[src/rtl/fba_pkg.sv]
package fba_pkg;

  localparam int OFFSET_W = 20;
  localparam int SIZE_W   = 13;
  localparam int COUNT_W  = 9;
  localparam int STATUS_W = 3;

  typedef logic [STATUS_W-1:0] status_t;

  localparam status_t ST_OK         = 3'd0;
  localparam status_t ST_ZERO       = 3'd1;
  localparam status_t ST_TOO_LARGE  = 3'd2;
  localparam status_t ST_EMPTY      = 3'd3;
  localparam status_t ST_RANGE      = 3'd4;
  localparam status_t ST_MISALIGNED = 3'd5;
  localparam status_t ST_OVERFREE   = 3'd6;

  localparam logic OP_ALLOC = 1'b0;
  localparam logic OP_FREE  = 1'b1;

  localparam logic REG_BLOCK_SIZE  = 1'b0;
  localparam logic REG_BLOCK_COUNT = 1'b1;

endpackage

[src/rtl/fba_div.sv]
module fba_div #(
  parameter int IW = 8
) (
  input  logic                          clk,
  input  logic                          rst,
  input  logic                          start,
  input  logic [fba_pkg::OFFSET_W-1:0]  dividend,
  input  logic [fba_pkg::SIZE_W-1:0]    divisor,
  output logic                          done,
  output logic [IW-1:0]                 quot,
  output logic                          rem_zero
);
  import fba_pkg::*;

  localparam int DW = SIZE_W + IW;
  localparam int SW = $clog2(IW) + 1;

  logic [OFFSET_W-1:0] rem;
  logic [DW-1:0]       dsr;
  logic [SW-1:0]       cnt;
  logic                busy;
  logic                ge;
  logic [IW-1:0]       quot_next;

  always_comb begin
    ge = rem >= dsr;
    quot_next = quot << 1;
    quot_next[0] = ge;
  end

  always_ff @(posedge clk) begin
    if (rst) begin
      busy <= 1'b0;
      done <= 1'b0;
    end else begin
      done <= 1'b0;
      if (start) begin
        rem  <= dividend;
        dsr  <= DW'(divisor) << (IW - 1);
        quot <= '0;
        cnt  <= SW'(IW - 1);
        busy <= 1'b1;
      end else if (busy) begin
        if (ge) begin
          rem <= rem - OFFSET_W'(dsr);
        end
        dsr  <= dsr >> 1;
        quot <= quot_next;
        if (cnt == '0) begin
          busy <= 1'b0;
          done <= 1'b1;
        end else begin
          cnt <= cnt - 1'b1;
        end
      end
    end
  end

  assign rem_zero = (rem == '0);

endmodule

[src/rtl/fixed_block_free_list_allocator_unit.sv]
// A successful allocate passes check and link read (S_ALLOC), update (S_POP), output (S_DONE).
// A rejected allocate or a null free goes from its check to output, an out-of-range free after
// a range check, any other free after the range check, the bit-serial index divider and S_CHK.
// One item is worked on at a time; the next item is taken the cycle after a result is registered,
// and an unaccepted waiting result holds the next result (and so acceptance) in S_DONE.
// Reset and every configuration write rebuild all block_count link entries in S_CLEAR, no items.
module fixed_block_free_list_allocator_unit #(
  parameter int MAX_BLOCKS      = 256,
  parameter int MAX_BLOCK_BYTES = 4096
) (
  input  logic                         clk,
  input  logic                         rst,
  input  logic                         cfg_we,
  input  logic                         cfg_addr,
  input  logic [fba_pkg::SIZE_W-1:0]   cfg_data,
  input  logic                         s_axis_tvalid,
  output logic                         s_axis_tready,
  // request_bytes[12:0], block_offset[32:13], zero padding
  input  logic [39:0]                  s_axis_tdata,
  // opcode[0], is_null[1]
  input  logic [1:0]                   s_axis_tuser,
  output logic                         m_axis_tvalid,
  input  logic                         m_axis_tready,
  // status[2:0], granted_offset[22:3], free_blocks[31:23]
  output logic [31:0]                  m_axis_tdata
);
  import fba_pkg::*;

  localparam int IW       = $clog2(MAX_BLOCKS);
  localparam int PW       = IW + SIZE_W;
  localparam int LW       = COUNT_W + SIZE_W;
  localparam int SIZE_RST = (64 > MAX_BLOCK_BYTES) ? MAX_BLOCK_BYTES : 64;
  localparam int CNT_RST  = (256 > MAX_BLOCKS) ? MAX_BLOCKS : 256;

  typedef enum logic [3:0] {
    S_CLEAR, S_IDLE, S_ALLOC, S_POP, S_FREE, S_RANGE, S_DIV, S_CHK, S_DONE
  } state_t;

  state_t               state;
  logic [SIZE_W-1:0]    block_size;
  logic [COUNT_W-1:0]   block_count;
  logic [IW-1:0]        head;
  logic                 head_valid;
  logic [COUNT_W-1:0]   free_total;
  logic [IW-1:0]        clr_idx;

  logic [SIZE_W-1:0]    in_req;
  logic [OFFSET_W-1:0]  in_offset;
  logic                 in_null;

  logic [PW-1:0]        prod;
  logic [LW-1:0]        limit;
  status_t              res_status;
  logic [OFFSET_W-1:0]  res_grant;

  logic [IW:0]          link_mem [MAX_BLOCKS];
  logic [IW:0]          link_rd;
  logic                 mem_we;
  logic [IW-1:0]        mem_addr;
  logic [IW:0]          mem_wdata;

  logic                 div_start;
  logic                 div_done;
  logic [IW-1:0]        div_quot;
  logic                 div_rem_zero;

  logic [SIZE_W-1:0]    size_next;
  logic [COUNT_W-1:0]   count_next;
  logic                 clr_link_valid;
  logic                 clr_last;

  assign s_axis_tready = (state == S_IDLE);

  always_comb begin
    size_next = cfg_data;
    if (size_next == '0) begin
      size_next = SIZE_W'(1);
    end else if (size_next > MAX_BLOCK_BYTES) begin
      size_next = SIZE_W'(MAX_BLOCK_BYTES);
    end
    count_next = cfg_data[COUNT_W-1:0];
    if (count_next == '0) begin
      count_next = COUNT_W'(1);
    end else if (count_next > MAX_BLOCKS) begin
      count_next = COUNT_W'(MAX_BLOCKS);
    end
  end

  always_comb begin
    clr_link_valid = (int'(clr_idx) + 1) < int'(block_count);
    clr_last       = !clr_link_valid;
    mem_we    = 1'b0;
    mem_addr  = head;
    mem_wdata = {head_valid, head};
    priority if (state == S_CLEAR) begin
      mem_we    = 1'b1;
      mem_addr  = clr_idx;
      mem_wdata = {clr_link_valid, clr_link_valid ? IW'(clr_idx + 1'b1) : IW'(0)};
    end else if (state == S_CHK) begin
      mem_we   = div_rem_zero && (free_total < block_count);
      mem_addr = div_quot;
    end else begin
      mem_we = 1'b0;
    end
  end

  always_ff @(posedge clk) begin
    if (mem_we) begin
      link_mem[mem_addr] <= mem_wdata;
    end
    link_rd <= link_mem[mem_addr];
  end

  assign div_start = (state == S_RANGE) && (in_offset < limit);

  fba_div #(
    .IW(IW)
  ) u_div (
    .clk      (clk),
    .rst      (rst),
    .start    (div_start),
    .dividend (in_offset),
    .divisor  (block_size),
    .done     (div_done),
    .quot     (div_quot),
    .rem_zero (div_rem_zero)
  );

  always_ff @(posedge clk) begin
    if (rst) begin
      state         <= S_CLEAR;
      block_size    <= SIZE_W'(SIZE_RST);
      block_count   <= COUNT_W'(CNT_RST);
      head          <= '0;
      head_valid    <= 1'b1;
      free_total    <= COUNT_W'(CNT_RST);
      clr_idx       <= '0;
      m_axis_tvalid <= 1'b0;
    end else begin
      if (m_axis_tvalid && m_axis_tready && (state != S_DONE || cfg_we)) begin
        m_axis_tvalid <= 1'b0;
      end
      if (cfg_we) begin
        unique case (cfg_addr)
          REG_BLOCK_SIZE: begin
            block_size <= size_next;
            free_total <= block_count;
          end
          REG_BLOCK_COUNT: begin
            block_count <= count_next;
            free_total  <= count_next;
          end
          default: begin
          end
        endcase
        head       <= '0;
        head_valid <= 1'b1;
        clr_idx    <= '0;
        state      <= S_CLEAR;
      end else begin
        unique case (state)
          S_CLEAR: begin
            clr_idx <= clr_idx + 1'b1;
            if (clr_last) begin
              state <= S_IDLE;
            end
          end
          S_IDLE: begin
            if (s_axis_tvalid) begin
              in_null   <= s_axis_tuser[1];
              in_req    <= s_axis_tdata[SIZE_W-1:0];
              in_offset <= s_axis_tdata[SIZE_W +: OFFSET_W];
              state     <= (s_axis_tuser[0] == OP_FREE) ? S_FREE : S_ALLOC;
            end
          end
          S_ALLOC: begin
            res_grant <= '0;
            prod      <= PW'(head) * PW'(block_size);
            priority if (in_req == '0) begin
              res_status <= ST_ZERO;
              state      <= S_DONE;
            end else if (in_req > block_size) begin
              res_status <= ST_TOO_LARGE;
              state      <= S_DONE;
            end else if (free_total == '0 || !head_valid) begin
              res_status <= ST_EMPTY;
              state      <= S_DONE;
            end else begin
              res_status <= ST_OK;
              state      <= S_POP;
            end
          end
          S_POP: begin
            res_grant  <= OFFSET_W'(prod);
            head       <= link_rd[IW-1:0];
            head_valid <= link_rd[IW];
            free_total <= free_total - 1'b1;
            state      <= S_DONE;
          end
          S_FREE: begin
            res_grant  <= '0;
            res_status <= ST_OK;
            limit      <= LW'(block_count) * LW'(block_size);
            state      <= in_null ? S_DONE : S_RANGE;
          end
          S_RANGE: begin
            if (in_offset >= limit) begin
              res_status <= ST_RANGE;
              state      <= S_DONE;
            end else begin
              state <= S_DIV;
            end
          end
          S_DIV: begin
            if (div_done) begin
              state <= S_CHK;
            end
          end
          S_CHK: begin
            priority if (!div_rem_zero) begin
              res_status <= ST_MISALIGNED;
            end else if (free_total >= block_count) begin
              res_status <= ST_OVERFREE;
            end else begin
              res_status <= ST_OK;
              head       <= div_quot;
              head_valid <= 1'b1;
              free_total <= free_total + 1'b1;
            end
            state <= S_DONE;
          end
          S_DONE: begin
            if (!m_axis_tvalid || m_axis_tready) begin
              m_axis_tvalid <= 1'b1;
              m_axis_tdata  <= {free_total, res_grant, res_status};
              state         <= S_IDLE;
            end
          end
          default: begin
            state <= S_IDLE;
          end
        endcase
      end
    end
  end

`ifndef SYNTHESIS
  a_free_bounded: assert property (@(posedge clk) disable iff (rst)
    free_total <= block_count)
    else $error("free count exceeds block count");

  a_head_in_pool: assert property (@(posedge clk) disable iff (rst)
    (state == S_IDLE && head_valid && free_total != '0) |-> (int'(head) < int'(block_count)))
    else $error("free list head outside the pool");

  a_accept_leaves_idle: assert property (@(posedge clk) disable iff (rst)
    (s_axis_tvalid && s_axis_tready) |=> (state != S_IDLE))
    else $error("accepted item not taken into work");

  a_done_after_check: assert property (@(posedge clk) disable iff (rst)
    (state == S_CHK && !cfg_we) |=> (state == S_DONE))
    else $error("free check did not complete");
`endif

endmodule
[config.mk]
export PLATFORM = sky130hd
export DESIGN_NAME = fixed_block_free_list_allocator_unit
export DESIGN_NICKNAME = d
export VERILOG_FILES = /design/src/rtl/fba_pkg.sv /design/src/rtl/fba_div.sv /design/src/rtl/fixed_block_free_list_allocator_unit.sv
export SDC_FILE = /design/constraint.sdc
export NUM_CORES = 2
export LEC_CHECK = 0
export BUFFER_PORTS_ARGS = -buffer_cell sky130_fd_sc_hd__buf_4
export CORE_MARGIN = 1.5
export CORE_UTILIZATION = 46
export CTS_CLUSTER_SIZE = 14
export DETAILED_ROUTE_END_ITERATION = 8
export GPL_ROUTABILITY_DRIVEN = 0
export PLACE_DENSITY = 0.75
export SLEW_MARGIN = 20
export SYNTH_ARGS = -nofsm -noshare
export SYNTH_HDL_FRONTEND = slang
export SYNTH_SLANG_ARGS = --single-unit
[constraint.sdc]
create_clock -name clk -period 14.15 [get_ports clk]
set_input_delay 0 -clock clk [delete_from_list [all_inputs] [get_ports clk]]
set_output_delay 0 -clock clk [all_outputs]
set_load 0.05 [all_outputs]
==> metrics.csv <==
metric,value,unit
maximum number of pins on one net before global-route repair,208,
post-layout utilization of the core,51.00,%
synth warn,0,
number of cell rows,181,
TritonCTS clock tree,yes,
sequential cell fraction of total power,55.0,%
fraction of layout instances using a drive strength above 1,6.589,%
clk buf depth,3,
final critical-path required period,6.811,ns
first-pass GRT wire length,402700,um
cell chosen for the clock root,sky130_fd_sc_hd__clkbuf_16,
worst-path fanout max,60,
final clock skew,0.09444,ns
type of element capturing the critical path,register,
worst supply voltage drop on vdd,0.1457,mV
endpoint of the most critical setup path,link_rd[4],
FF-to-FF End,link_rd[4],
leading register cell type out of synthesis,sky130_fd_sc_hd__edfxtp_1,
Final HPWL DP,152400,um
reg2reg start,state[3],
CORE AREA,0.2428,sq mm
count of mapped cells out of synthesis,8253,
clock network fraction of total power,39.5,%
startpoint-to-endpoint class of the critical path,reg -> reg,
routed via count divided by cell count,5.883,
critical path launch point type,register,
die width,496.8,um
maximum capacitance violations,0,
syn_nets,8619,
die area,0.2468,sq mm
power density relative to cell area,121.9,mW/mm^2
post-synthesis cell type count,76,
final period utilization,48.13,%
total negative slack for setup checks,0,ns
IO buf count,87,
Global Route Usage Sum,21.11,%
Worst Setup SP,state[3],
worst path required time,14.91,ns
clock transition at the register clock pins on the worst setup and hold paths after CTS,0.07,ns
drt pass-1 iters,6,
Post-synth EDFFs,2487,
Setup Viol. Count Final,0,
total congestion overflow after global routing,0,
TritonCTS Buffers,230,
total number of nets in the final design,8603,
setup repair after global routing missed its margin,false,
initial antenna violation count,10,
residual DRC count,0,
Routed wire per std cell,23.00,um
sum of routed wire length over all layers,267600,um
initial core utilization,46.21,%
vertical die dimension,496.8,um
number of hold-slack violations in the final timing report,0,
detailed router's first-iteration violation count,8309,
clock latency of the later-clocked register in the worst-skew pair,0.90,ns
final-layout worst hold slack,0.1188,ns
mapped cell area,0.1122,sq mm
relative area change from synthesis to final layout,10.38,%
status,"finished, final reports clean",
r2r setup slk,7.34,ns
slew at the pin closest to its max-slew limit,1.222,ns
remaining antenna violation count after routing,0,
register bit total from synthesis,2551,
via count of the first global-routing pass,66600,
ports placed on the boundary,95,
P_leak,41.49,nW
sequential-to-total area share from yosys stat,67.72,%
via count of the routed design,68430,
count of cells along the worst register-to-register path,12,
synthesized area per cell,13.59,sq um
net switching power,3.328,mW
arrival time of data at the critical path endpoint,7.57,ns
maximum level of the CTS H-tree,4,
Sink Count,2551,
Worst slew margin,18.55,%
switching part of the total,22.05,%
cell-internal power,11.76,mW
proportion of synthesized flip-flops having asynchronous set or reset,0,%
class of the tightest hold or removal check,in -> reg,
FMAX,146.8,MHz
part of the total power dissipated in combinational logic,5.5,%
number of pins with negative max-slew slack in the final report,0,
==> per-stage QoR <==
stage / instance area, sq um / setup slack, ns / std cells / power, mW
2_1_floorplan: 112200 / 0.1084 / 8253 / 9.014
3_3_place_gp: 115500 / 7.642 / 11090 / 9.217
3_5_place_dp: 115500 / 7.527 / 11090 / 9.241
4_1_cts: 123700 / 7.520 / 11620 / 15.12
5_1_grt: 123800 / 7.111 / 11630 / 15.48
6_report: 123800 / 7.339 / 11630 / 15.09
==> logic make-up after synthesis <==
group                      count (synthesis)  share of synthesized area [%]
and+or+nand+nor                         2755                          11.12
DFF                                     2551                          67.72
AOI/OAI and AO/OA                       1211                          8.150
buffers and inverters                    810                          3.171
muxes                                    550                          4.917
adders and majority gates                306                          4.381
xor gates and xnor gates                  70                         0.5465
==> power groups by stage <==
| stage | combinational [mW] | clock (mW) | sequential [mW] |
|---|---|---|---|
| floorplan | 0.528 | 0 | 8.49 |
| global placement | 0.752 | 0 | 8.47 |
| finish | 0.823 | 5.96 | 8.31 |
| CTS | 0.804 | 6.01 | 8.30 |
| detailed placement | 0.775 | 0 | 8.47 |
| global route | 0.880 | 6.30 | 8.30 |
==> area by class of cell <==
| class | instances | area [sq um] |
|---|---|---|
| well taps | 3202 | 4006 |
| fillers | 19530 | 118900 |
| clock inverters | 120 | 1057 |
| flip-flops and latches | 2551 | 75960 |
| clock buffers | 298 | 6085 |
| diodes | 7 | 17.52 |
| inverters | 264 | 991.0 |
| multi-input cells | 4892 | 32960 |
| repair buffers | 298 | 2746 |
==> cells in the final DEF, fill, tap and decap left out, types with 166 or more instances in the layout <==
cell / netlist / final
sky130_fd_sc_hd__buf_4: 42 / 166
sky130_fd_sc_hd__nand3_1: 213 / 201
sky130_fd_sc_hd__clkbuf_16: 0 / 233
sky130_fd_sc_hd__and2_1: 428 / 428
sky130_fd_sc_hd__edfxtp_1: 2487 / 2487
sky130_fd_sc_hd__nor2_1: 417 / 407
sky130_fd_sc_hd__nand2_1: 1402 / 1402
sky130_fd_sc_hd__inv_1: 257 / 257
sky130_fd_sc_hd__a211oi_1: 317 / 317
sky130_fd_sc_hd__mux2i_1: 542 / 542
==> routing by layer <==
| layer | track usage [%] | vias to the layer above | routed length (um) |
|---|---|---|---|
| li1 | - | 30510 | - |
| met1 | 28.64 | 33890 | 106100 |
| met2 | 33.16 | 3431 | 124000 |
| met3 | 4.640 | 595 | 26770 |
| met4 | 8.246 | 0 | 10720 |
| met5 | 0 | - | 0 |
==> critical path, stage by stage (launching register included) <==
cell and delay, ns:
sky130_fd_sc_hd__dfxtp_1 0.81, sky130_fd_sc_hd__or4_1 0.73, sky130_fd_sc_hd__o21a_4 0.71, sky130_fd_sc_hd__buf_4 0.81
sky130_fd_sc_hd__buf_4 0.72, sky130_fd_sc_hd__buf_4 0.84, sky130_fd_sc_hd__mux2i_1 0.20, sky130_fd_sc_hd__mux2i_1 0.21
sky130_fd_sc_hd__mux2i_1 0.18, sky130_fd_sc_hd__a32o_1 0.34, sky130_fd_sc_hd__nand3b_1 0.53, sky130_fd_sc_hd__a22oi_1 0.33
sky130_fd_sc_hd__nand2_1 0.11
==> sequential cells by signal (all words and copies together), names as in the netlist, 20 cells and up <==
| register | cells |
|---|---|
| link_mem | 2304 |
| m_axis_tdata | 32 |
| limit | 22 |
| in_offset | 20 |
| prod | 20 |
| res_grant | 20 |
| u_div.dsr | 20 |
| u_div.rem | 20 |
==> worst min path at each step <==
stage | from | to | slack (ns) | cells after the start
floorplan | s_axis_tvalid | state[0] | 0.1 | 1
CTS | cfg_data[4] | free_total[4] | 0.04 | 4
finish | cfg_data[4] | free_total[4] | 0.12 | 4
global placement | s_axis_tdata[28] | in_offset[15] | 0.18 | 1
global route | cfg_we | free_total[2] | 0.12 | 4
detailed placement | s_axis_tdata[32] | in_offset[19] | 0.18 | 1
==> cells in the mapped netlist, drive strengths merged, types with 3 or more instances <==
library cell / number / area [sq um]
inv: 258 / 968.4
nand2b: 14 / 87.58
nand3: 214 / 1076
xnor2: 48 / 420.4
xor2: 22 / 192.7
o311ai: 108 / 945.9
a211oi: 335 / 2605
nor3b: 13 / 97.59
o211ai: 109 / 818.3
a32o: 36 / 360.4
dfxtp: 64 / 1281
nor2: 418 / 1572
and2: 428 / 2678
mux2: 8 / 90.09
a21boi: 8 / 60.06
or2: 4 / 25.02
nand2: 1402 / 5263
and3: 116 / 725.7
clkinv: 6 / 22.52
o21ai: 88 / 444.2
a311oi: 112 / 980.9
o31ai: 7 / 52.55
nand4: 17 / 106.4
fa: 145 / 2903
nor2b: 33 / 206.5
buf: 275 / 1543
ha: 160 / 2002
or4: 3 / 22.52
a21o: 26 / 195.2
a22oi: 23 / 172.7
nand3b: 37 / 277.8
mux2i: 542 / 5425
o21a: 16 / 120.1
a211o: 111 / 972.2
or3: 9 / 56.30
nor4: 11 / 75.07
clkbuf: 271 / 1023
a21oi: 85 / 425.4
o21bai: 5 / 37.54
nor3: 30 / 150.1
a31oi: 121 / 757.0
edfxtp: 2487 / 74680
==> what timing repair did <==
| item | CTS | global route |
|---|---|---|
| hold buffers | 111 | 0 |
| hold endpoints to repair | 126 | 0 |
| setup buffers | 0 | 0 |
| gates resized for setup | 0 | 0 |
Power figures use the tool's default switching activity.
